## config.mk

```make
export PLATFORM = sky130hd
export DESIGN_NAME = keypad_autorepeat_scanner
export DESIGN_NICKNAME = d
export VERILOG_FILES = /design/src/kars_pkg.sv /design/src/kars_ram.sv /design/src/kars_key_eval.sv /design/src/keypad_autorepeat_scanner.sv
export SDC_FILE = /design/constraint.sdc
export NUM_CORES = 1
export LEC_CHECK = 0
export ABC_AREA = 1
export BUFFER_PORTS_ARGS = -buffer_cell sky130_fd_sc_hd__buf_2
export CAP_MARGIN = 25
export CELL_PAD_IN_SITES_DETAIL_PLACEMENT = 0
export CELL_PAD_IN_SITES_GLOBAL_PLACEMENT = 1
export CORE_AREA = 5 5 116 228
export DETAILED_ROUTE_END_ITERATION = 6
export DIE_AREA = 0 0 121 233
export GPL_TIMING_DRIVEN = 0
export PLACE_DENSITY_LB_ADDON = 0.1
export SLEW_MARGIN = 25
export SYNTH_ARGS = -nofsm -noshare
export SYNTH_HDL_FRONTEND = slang
export SYNTH_HIERARCHICAL = 1
export SYNTH_SLANG_ARGS = --single-unit
export TNS_END_PERCENT = 100
```

## constraint.sdc

```tcl
create_clock -name i_clk -period 3.7 [get_ports i_clk]
set_input_delay 0.37 -clock i_clk [delete_from_list [all_inputs] [get_ports i_clk]]
set_output_delay 0.37 -clock i_clk [all_outputs]
set_load 0.01 [all_outputs]
```

## src/kars_pkg.sv

```systemverilog
// Keypad auto-repeat scanner: shared widths, types and the per-key decision struct.
// No dependencies; kars_key_eval and the top level use scoped names, the bench files import it.
package kars_pkg;

    localparam int NUM_KEYS  = 11;
    localparam int KEY_W     = 12;
    localparam int TICK_W    = 8;
    localparam int DELAY_W   = 7;
    localparam int ADDR_W    = (NUM_KEYS > 1) ? $clog2(NUM_KEYS) : 1;
    localparam int KEY_IDX_W = $clog2(KEY_W);

    typedef logic [ADDR_W-1:0]    t_addr;
    typedef logic [KEY_IDX_W-1:0] t_key_idx;
    typedef logic [KEY_W-1:0]     t_keys;
    typedef logic [TICK_W-1:0]    t_tick;
    typedef logic [DELAY_W-1:0]   t_delay;

    // Input opcodes
    localparam logic OP_SCAN = 1'b0;
    localparam logic OP_POLL = 1'b1;

    // Configuration register indexes
    localparam logic CFG_INITIAL_DELAY = 1'b0;
    localparam logic CFG_NEXT_DELAY    = 1'b1;

    // Decision for one key of the poll walk
    typedef struct packed {
        logic stop;      // end the walk at this key
        logic report;    // report this key as pressed
        logic wr;        // write a new deadline
        logic use_init;  // new deadline uses the initial delay
        logic set_held;
        logic clr_held;
    } t_key_dec;

endpackage

```

## src/kars_ram.sv

```systemverilog
// Generic single-port-write, single-port-read RAM with registered read data.
// No dependencies.
module kars_ram #(
    parameter int WIDTH = 8,
    parameter int DEPTH = 11,
    localparam int AW = (DEPTH > 1) ? $clog2(DEPTH) : 1
) (
    input  logic             i_clk,
    input  logic             i_we,
    input  logic [AW-1:0]    i_waddr,
    input  logic [WIDTH-1:0] i_wdata,
    input  logic             i_re,
    input  logic [AW-1:0]    i_raddr,
    output logic [WIDTH-1:0] o_rdata
);

    logic [WIDTH-1:0] r_mem [DEPTH];
    logic [WIDTH-1:0] r_rdata;

    always_ff @(posedge i_clk) begin
        if (i_we) begin
            r_mem[i_waddr] <= i_wdata;
        end
        if (i_re) begin
            r_rdata <= r_mem[i_raddr];
        end
    end

    assign o_rdata = r_rdata;

endmodule

```

## src/kars_key_eval.sv

```systemverilog
// Decision logic for one key of the poll walk: report, deadline write, held update.
// Depends on kars_pkg.
module kars_key_eval (
    input  logic              i_press,
    input  logic              i_repress,
    input  logic              i_release,
    input  logic              i_held,
    input  logic              i_due,
    output kars_pkg::t_key_dec o_dec
);

    always_comb begin
        o_dec = '0;
        if (!i_press) begin
            // not pressed: drop from held and go on
            o_dec.clr_held = 1'b1;
        end else if (i_repress) begin
            o_dec.stop     = 1'b1;
            o_dec.report   = 1'b1;
            o_dec.wr       = 1'b1;
            o_dec.use_init = 1'b1;
            o_dec.set_held = 1'b1;
        end else if (i_held) begin
            o_dec.clr_held = i_release;
            if (i_due) begin
                o_dec.stop   = 1'b1;
                o_dec.report = !i_release;
                o_dec.wr     = !i_release;
            end
        end else begin
            o_dec.stop     = 1'b1;
            o_dec.report   = !i_release;
            o_dec.wr       = !i_release;
            o_dec.use_init = 1'b1;
            o_dec.set_held = !i_release;
        end
    end

endmodule

```

## src/keypad_autorepeat_scanner.sv

```systemverilog
// Keypad auto-repeat scanner top level: latches, walk sequencer, output register.
// Depends on kars_pkg, kars_ram and kars_key_eval.
//
// Usage:
//   Input channel (i_in_valid / o_in_stall) takes scan items (opcode 0, keys_now)
//   and poll items (opcode 1, tick_now). A scan item updates the press, re-press
//   and release latches in the cycle it is accepted and gives no result.
//   A poll item starts a walk over keys 1..11, one key per cycle. Key deadlines
//   live in an 11-entry RAM with registered read data; the read for the next
//   key is issued while the current key is judged. The walk stops at the first
//   key latched as pressed, unless that key is held and not yet due.
//   A poll holds o_in_stall until its walk ends and its result is placed, and
//   its one result (pressed_keys, zero or one key bit) is shown on
//   o_out_valid / o_pressed_keys in the cycle after the walk ends when the
//   output register is free then.
//   The output register lets a scan be taken while a result waits; if the
//   receiver stalls when a walk ends, hold the result in the walker and keep
//   stalling the input until the output register frees up.
//   Reset (synchronous, active low) clears the latches, held keys and the
//   sequencer, and loads delays 15 and 3. Deadlines need no clearing: a key's
//   deadline is only used once the key is held, which requires a write first.
//   Configuration writes (i_cfg_we) take effect at once; write only when idle.
module keypad_autorepeat_scanner (
    input  logic                      i_clk,
    input  logic                      i_rst_n,
    // input channel
    input  logic                      i_in_valid,
    output logic                      o_in_stall,
    input  logic                      i_opcode,
    input  logic [kars_pkg::KEY_W-1:0] i_keys_now,
    input  logic [kars_pkg::TICK_W-1:0] i_tick_now,
    // output channel
    output logic                      o_out_valid,
    input  logic                      i_out_stall,
    output logic [kars_pkg::KEY_W-1:0] o_pressed_keys,
    // configuration
    input  logic                      i_cfg_we,
    input  logic                      i_cfg_idx,
    input  logic [kars_pkg::DELAY_W-1:0] i_cfg_data
);

    typedef enum logic [2:0] {
        ST_IDLE = 3'b001,
        ST_WALK = 3'b010,
        ST_DONE = 3'b100
    } t_state;

    t_state r_state, n_state;

    kars_pkg::t_delay   r_init_delay, r_next_delay;
    kars_pkg::t_keys    r_press, n_press;
    kars_pkg::t_keys    r_repress, n_repress;
    kars_pkg::t_keys    r_release, n_release;
    kars_pkg::t_keys    r_held, n_held;
    kars_pkg::t_addr    r_key, n_key;
    kars_pkg::t_tick    r_tick, n_tick;
    kars_pkg::t_keys    r_report, n_report;
    logic               r_out_valid, n_out_valid;
    kars_pkg::t_keys    r_out_keys, n_out_keys;

    logic               in_accept;
    logic               out_free;
    logic               last_key;
    logic               finish;
    kars_pkg::t_key_idx key_idx;
    kars_pkg::t_keys    key_mask;
    kars_pkg::t_tick    rd_deadline;
    logic               due;
    kars_pkg::t_key_dec dec;

    logic               ram_we;
    kars_pkg::t_tick    ram_wdata;
    logic               ram_re;
    kars_pkg::t_addr    ram_raddr;
    logic [kars_pkg::TICK_W-1:0] ram_rdata;

    assign in_accept = i_in_valid && !o_in_stall;
    assign out_free  = !r_out_valid || !i_out_stall;
    assign last_key  = (r_key == kars_pkg::t_addr'(kars_pkg::NUM_KEYS - 1));

    // key k of the walk sits at bit k+1; positions past the mask width read as idle
    assign key_idx  = kars_pkg::t_key_idx'(r_key) + kars_pkg::t_key_idx'(1);
    assign key_mask = kars_pkg::t_keys'(1) << key_idx;

    // due once the wrapped distance to the deadline has its top bit set
    assign due = rd_deadline[kars_pkg::TICK_W-1] == 1'b0
        ? 1'b0 : 1'b1;

    kars_key_eval u_key_eval (
        .i_press   (|(r_press & key_mask)),
        .i_repress (|(r_repress & key_mask)),
        .i_release (|(r_release & key_mask)),
        .i_held    (|(r_held & key_mask)),
        .i_due     (due),
        .o_dec     (dec)
    );

    assign finish = (r_state == ST_WALK) && (dec.stop || last_key);

    // deadline store: write on a reported key, read one key ahead of the walk
    assign ram_we    = (r_state == ST_WALK) && dec.wr;
    assign ram_wdata = r_tick + kars_pkg::t_tick'(dec.use_init ? r_init_delay : r_next_delay);
    assign ram_re    = (r_state == ST_IDLE) ? (in_accept && i_opcode == kars_pkg::OP_POLL)
                                            : ((r_state == ST_WALK) && !last_key);
    assign ram_raddr = (r_state == ST_IDLE) ? '0 : r_key + kars_pkg::t_addr'(1);

    kars_ram #(
        .WIDTH (kars_pkg::TICK_W),
        .DEPTH (kars_pkg::NUM_KEYS)
    ) u_deadline_ram (
        .i_clk   (i_clk),
        .i_we    (ram_we),
        .i_waddr (r_key),
        .i_wdata (ram_wdata),
        .i_re    (ram_re),
        .i_raddr (ram_raddr),
        .o_rdata (ram_rdata)
    );

    assign rd_deadline = ram_rdata - r_tick;

    always_comb begin
        n_state     = r_state;
        n_press     = r_press;
        n_repress   = r_repress;
        n_release   = r_release;
        n_held      = r_held;
        n_key       = r_key;
        n_tick      = r_tick;
        n_report    = r_report;
        n_out_valid = r_out_valid;
        n_out_keys  = r_out_keys;

        // drain the output register
        if (r_out_valid && !i_out_stall) begin
            n_out_valid = 1'b0;
        end

        unique case (r_state)
            ST_IDLE: begin
                if (in_accept) begin
                    if (i_opcode == kars_pkg::OP_SCAN) begin
                        n_press   = r_press | i_keys_now;
                        n_repress = r_repress | (i_keys_now & r_release);
                        n_release = r_release | (r_held & ~i_keys_now);
                    end else begin
                        n_key   = '0;
                        n_tick  = i_tick_now;
                        n_state = ST_WALK;
                    end
                end
            end
            ST_WALK: begin
                if (dec.set_held) begin
                    n_held = r_held | key_mask;
                end else if (dec.clr_held) begin
                    n_held = r_held & ~key_mask;
                end
                if (finish) begin
                    n_report  = dec.report ? key_mask : '0;
                    n_press   = '0;
                    n_repress = '0;
                    n_release = '0;
                    if (out_free) begin
                        n_out_valid = 1'b1;
                        n_out_keys  = dec.report ? key_mask : '0;
                        n_state     = ST_IDLE;
                    end else begin
                        n_state = ST_DONE;
                    end
                end else begin
                    n_key = r_key + kars_pkg::t_addr'(1);
                end
            end
            ST_DONE: begin
                // hold the result until the output register frees up
                if (out_free) begin
                    n_out_valid = 1'b1;
                    n_out_keys  = r_report;
                    n_state     = ST_IDLE;
                end
            end
            default: begin
                n_state = ST_IDLE;
            end
        endcase
    end

    always_ff @(posedge i_clk) begin
        if (!i_rst_n) begin
            r_state      <= ST_IDLE;
            r_init_delay <= kars_pkg::t_delay'(15);
            r_next_delay <= kars_pkg::t_delay'(3);
            r_press      <= '0;
            r_repress    <= '0;
            r_release    <= '0;
            r_held       <= '0;
            r_key        <= '0;
            r_out_valid  <= 1'b0;
        end else begin
            r_state     <= n_state;
            r_press     <= n_press;
            r_repress   <= n_repress;
            r_release   <= n_release;
            r_held      <= n_held;
            r_key       <= n_key;
            r_out_valid <= n_out_valid;
            if (i_cfg_we) begin
                unique case (i_cfg_idx)
                    kars_pkg::CFG_INITIAL_DELAY: r_init_delay <= i_cfg_data;
                    kars_pkg::CFG_NEXT_DELAY:    r_next_delay <= i_cfg_data;
                    default: ;
                endcase
            end
        end
    end

    // payload registers
    always_ff @(posedge i_clk) begin
        r_tick     <= n_tick;
        r_report   <= n_report;
        r_out_keys <= n_out_keys;
    end

    assign o_in_stall     = (r_state != ST_IDLE);
    assign o_out_valid    = r_out_valid;
    assign o_pressed_keys = r_out_keys;

`ifndef SYNTH
    // a poll item always starts a walk, so the next cycle stalls the input
    a_poll_stalls: assert property (@(posedge i_clk) disable iff (!i_rst_n)
        in_accept && i_opcode == kars_pkg::OP_POLL |=> o_in_stall)
        else $error("poll accepted without starting a walk");

    // a result carries at most one key and never the unused bit 0
    a_one_key: assert property (@(posedge i_clk) disable iff (!i_rst_n)
        o_out_valid |-> ($onehot0(o_pressed_keys) && !o_pressed_keys[0]))
        else $error("result carries more than one key");

    // deadline writes happen only while walking
    a_write_in_walk: assert property (@(posedge i_clk) disable iff (!i_rst_n)
        ram_we |-> r_state == ST_WALK)
        else $error("deadline write outside walk");

    // bit 0 is never a key, so it is never held
    a_no_held_bit0: assert property (@(posedge i_clk) disable iff (!i_rst_n)
        !r_held[0])
        else $error("bit 0 marked held");
`endif

endmodule

```

# Word-level counts from Yosys, hierarchy flattened

Memory sizes are Yosys's and may differ from the RTL's. A register that Yosys moved wholly into a read port is not among the register bits.
Cells that the tools add are included.

Divide/modulo/power cells: 0
Mux-type cells: 45
Add/sub/neg operators: 3
Bitwise operators: 14
Reductions and logical operators: 29
Order comparisons: 0
Eq/ne operators: 12
Shift operators: 1
Multipliers: 0

Operators by type and width:

| operator                                         | count |
|---|---|
| 2-to-1 mux 12 bit                                | 13 |
| case mux 12 bit (2 select lines)                 | 4 |
| bitwise AND 12 bit                               | 7 |
| OR 12 bit                                        | 4 |
| OR reduction 12 bit                              | 4 |
| NOT 12 bit                                       | 2 |
| 2-to-1 mux 3 bit                                 | 7 |
| 2-to-1 mux 4 bit                                 | 4 |
| AND reduction 4 bit                              | 4 |
| != test 2 bit, second input constant             | 7 |
| << shifter 1 x 4 -> 12 bit, first input constant | 1 |
| 2-to-1 mux 1 bit                                 | 10 |
| 2-to-1 mux 5 bit                                 | 2 |
| case mux 3 bit (3 select lines)                  | 1 |
| adder 8 x 7 -> 8 bit                             | 1 |
| case mux 4 bit (2 select lines)                  | 1 |
| AND reduction 2 bit                              | 4 |
| subtractor 8 bit                                 | 1 |
| 2-to-1 mux 7 bit                                 | 1 |
| logical AND 1 bit                                | 6 |
| nonzero test 2 bit                               | 3 |
| zero test 1 bit                                  | 5 |
| adder 4 x 1 -> 4 bit, second input constant      | 1 |
| == test 4 bit, second input constant             | 1 |
| other kinds (9)                                  | 10 |

Register bits: 102
Memories kept: 1
Bits in latches: 0
Logic and storage cells: 117
Memory bits (writable): 88
Bits in read-only memories: 0

Memories:

| name                 | depth | bits a word | read ports | clocked after Yosys merged registers in | wr ports | RTL line       | RTL |
|---|---|---|---|---|---|---|---|
| u_deadline_ram.r_mem | 11    | 8           | 1          | 1                                       | 1        | kars_ram.sv:17 | `logic [WIDTH-1:0] r_mem [DEPTH];` |

# Depth between registers and ports, before layout

Depth after elaboration: 13
Mapped depth: 24

# By module

The synthesis kept the hierarchy.

Modules (own cells, without submodules):

| module                    | cells an instance | area an instance (µm²) | seq. area each (µm²) | times used |
|---|---|---|---|---|
| keypad_autorepeat_scanner | 721               | 5584.1                 | 2362.3               | 1 |
| kars_ram                  | 354               | 4032.6                 | 2882.8               | 1 |
| kars_key_eval             | 14                | 61.3                   | 0.0                  | 1 |

# Worst setup path before layout

Ideal clock, no wire load.

Path kind: register -> register
Start point: register r_key[1]
End point: memory u_deadline_ram.r_mem[0][6] (data pin)
Stages on the path, launching flop included: 25
Arrival time: 3.414 ns
Required time: 3.445 ns
Slack: 0.031 ns
Period minus slack after synthesis: 3.669 ns
Setup time: 0.255 ns
Cell sequence: dfxtp_1 ha_1 inv_1 nand2_1 nand2_4 buf_6 nor2_8 nand3_1 nand2_1 nor2_1 nand3_1 inv_1 nand2_1 nand2_1 inv_1 clkbuf_1 nand2_1 o21ai_0 ha_1 inv_1 fa_1 inv_1 nand4_1 nand3_1 xor2_1

RTL lines:

| what                   | RTL line                         | RTL |
|---|---|---|
| from (decl)            | keypad_autorepeat_scanner.sv:55  | `kars_pkg::t_addr r_key, n_key;` |
| from (signal assigned) | keypad_autorepeat_scanner.sv:206 | `r_key <= n_key;` |
| to (decl)              | kars_ram.sv:17                   |  |

==> flow_summary.yaml <==
detailed_routing:
  avgViaCountPerCell: 4.91
  drc: 0
  first_pass_iters: 5
  wl_per_cell_microns: 19.1
  drtIter0Drc: 382
  drt_wl_total_mm: 29.3
  final_antenna_net_count: 0
  via_count: 7527
cts:
  numCtsBuffers: 17
  cts_hold_buf: 0
  htreeDepth: 4
  cts-root-buf: "clkbuf_16"
  worstSkewPairLatency_ns: 0.46
  clk_pin_slew_worst_paths_ns: 0.07
  cts_tree: "built"
  clock_sinks: 198
  clock_path_buffers: 2
min_path:
  hold_class: "in -> reg"
global_routing:
  grtUsageTotal_pct: 21.3
  grt-ovfl-total: 0
  grt_pass1_wl_mm: 43.6
  grt_antenna_before_repair: 0
  grt_max_degree: 17
  grt_pass1_vias: 7619
finish:
  area_growth_pct: 20.0
  antenna_cells: 0
  nNetsFinal: 1242
  fin_cells: 1533
  drive_above_1_share_pct: 20.3
power_and_ir_drop:
  vdd_drop_max_uv: 243
  p_leak_nw: 4.81
  power.total_w: 0.00575
  p_per_area_nw_per_um2: 495
  seqPwrFrac_pct: 44.2
  p_sw_share_pct: 29.1
  p_comb_share_pct: 21.4
  clkPwrFrac_pct: 34.4
  p_sw_w: 0.00168
  power.internal_w: 0.00408
status:
  status: "finished, final reports clean"
synthesis:
  yosysUniqueCellTypes: 39
  yosys_warnings: 6
  syn_nets: 1143
  synth_edf_count: 128
  synth.yosys.seq_area_share_pct: 54.2
  synth_async_sr_flop_share_pct: 0
  synth_cells: 1089
  ys_seq_elements: 198
  netlist_area_sq_um: 9680
  ys.flop_type: "edfxtp_1"
  avgSynthCellArea_sq_um: 8.89
critical_path:
  path_class: "reg -> reg"
  worst_ep_arrival_time_ns: 3.81
  slowest_stage: "fa_2"
  cp_cell_sequence: "buf_4, inv_1, ha_2, clkinvlp_4, nor2_8, buf_12, nand3_1, nand2_1, nor2_1, nand3_1, nand2_1, nand2_2, inv_4, clkbuf_8, o21ai_2, ha_2, inv_1, fa_2, inv_2, nand4_1, nand3_2, xor2_4, buf_12"
  critical_path.max_stage_delay_ns: 0.38
  worst-path-buf-inv: 9
  required_ns: 3.90
  cp_max_fo: 11
  worst_setup_path_end_kind: "flip-flop"
  crit_family: "buffers and inverters"
  critPathLaunchType: "flip-flop"
sta:
  period_minus_slack_ns: 3.61
  rsz0062_at_grt: "yes"
  timing.fmax_ghz: 0.277
  finalCritPeriodShare_pct: 97.5
  finClkSkew_ns: 0.0141
  worst_slew_pin_slew_ns: 0.767
  setup_viol_count_final: 0
  finalHoldViolCount: 0
  final_max_slew_viol_count: 0
  max_slew_margin_pct: 48.6
  fin_setup_tns_ns: 0
place:
  dpl.hpwl_mm: 22.1
  dp_cells: 1470
  place_congestion: 0.850
  io_buffers: 47
floorplanning:
  die_area_sq_um: 28200
  die_x_microns: 121
  pin_count: 48
  core_sq_um: 24400
  rows: 81
  start_util_pct: 39.6
  die_h_microns: 233
flow_run:
  drv_cap: 0
-- logic make-up (layout without fill, tap and decap cells) --
kind of cell | count (synthesis) | count (layout) | synth area share [%]
xor+xnor | 7 | 7 | 0.633
simple gates | 532 | 532 | 26.0
compound gates | 113 | 113 | 6.24
flops | 198 | 198 | 54.2
buf+inv | 219 | 331 | 10.3
fa+ha+maj | 20 | 20 | 2.66
-- synth_stat cells, types with 9 or more instances --
cell / number / area share [%]
nand4_1: 42 / 2.7
nor2_1: 60 / 2.3
buf_6: 16 / 1.9
clkbuf_1: 13 / 0.50
inv_1: 162 / 6.3
ha_1: 19 / 2.5
a21oi_1: 62 / 3.2
dfxtp_1: 70 / 14
o211ai_1: 10 / 0.78
o21ai_1: 10 / 0.52
buf_2: 12 / 0.62
nand3_1: 129 / 6.7
nor4_2: 9 / 1.2
nand2_1: 263 / 10
edfxtp_1: 128 / 40
o21ai_0: 24 / 1.2
-- worst reg2reg max path, delay by kind of cell (launching register included) --
| family | cells | cell delay (ns) |
|---|---|---|
| flip-flops | 1 | 0.36 |
| AO/OA/AOI/OAI | 1 | 0.12 |
| buffers and inverters | 9 | 1.02 |
| adder cells (fa/ha/maj) | 3 | 0.76 |
| XOR/XNOR | 1 | 0.10 |
| AND/OR/NAND/NOR | 9 | 1.00 |
-- routing by layer --
layer,vias up,wire [microns],global-route usage (%)
li1,3788,-,-
met1,3556,9600,19.1
met2,128,17800,43.8
met3,55,701,3.55
met4,0,1230,10.4
met5,-,0,0
-- path summary, 6_finish.rpt --
path / startpoint / to / slack [ns] / depth (start not counted)
worst max register to register: r_key[1] / u_deadline_ram/r_mem[9][6] / 0.09 / 23
worst min-delay path: i_tick_now[0] / r_tick[0] / 0.09 / 1
worst max-delay path: r_key[1] / u_deadline_ram/r_mem[9][6] / 0.09 / 23
worst min register to register: r_next_delay[3] / r_next_delay[3] / 0.45 / 2
-- sequential cells by signal (all words and copies together), names as in the netlist, named ones only --
register                count
o_out_valid                 1
o_pressed_keys             12
r_init_delay                7
r_key                       4
r_next_delay                7
r_press                    12
r_release                  12
r_report                   12
r_repress                  12
r_state                     3
r_tick                      8
u_deadline_ram/o_rdata      8
u_deadline_ram/r_mem       88
-- cells in the final DEF (no fill, tap or decap), types with 19 or more instances in the layout --
cell,n
buf_2,58
inv_1,155
nor2_1,45
nand3_1,125
edfxtp_1,128
a21oi_1,60
buf_4,31
dfxtp_1,67
nand4_1,42
nand2_1,259
o21ai_0,19
-- per-stage QoR --
step	util, %	hold slack (ns)	instance area (sq um)	setup slack [ns]
5_1_grt	47.5	0.0710	11600	-0.0715
3_5_place_dp	42.5	0.441	10400	-1.44
4_1_cts	46.9	0.0677	11500	0.00587
2_1_floorplan	-	0.425	9680	0.0310
3_3_place_gp	42.3	0.437	10300	-1.52
6_report	47.5	0.0874	11600	0.0908
-- power by group through the flow --
stage / logic [W] / registers [W] / clock network (W)
final: 0.00123 / 0.00254 / 0.00198
after detailed placement: 0.00106 / 0.00260 / 0
after global placement: 0.00103 / 0.00260 / 0
after CTS: 0.00120 / 0.00254 / 0.00202
after global routing: 0.00134 / 0.00255 / 0.00211
after floorplan: 0.000628 / 0.00259 / 0
-- cell type report --
| cell class | instances | area (sq um) |
|---|---|---|
| well taps | 332 | 415 |
| multi-input cells | 672 | 3710 |
| flip-flops and latches | 198 | 5250 |
| clock buffers | 18 | 429 |
| fillers | 2422 | 12800 |
| inverters | 170 | 651 |
| clock inverters | 14 | 181 |
| repair buffers | 80 | 589 |
| plain buffers | 49 | 378 |
-- repair_timing --
action / in CTS / in global routing
resized for setup: 53 / 25
setup endpoints to repair: 188 / 122
buffers inserted: 21 / 9
gates cloned: 1 / 0
pin swaps: 14 / 15
(Power assumes the default switching activity.)
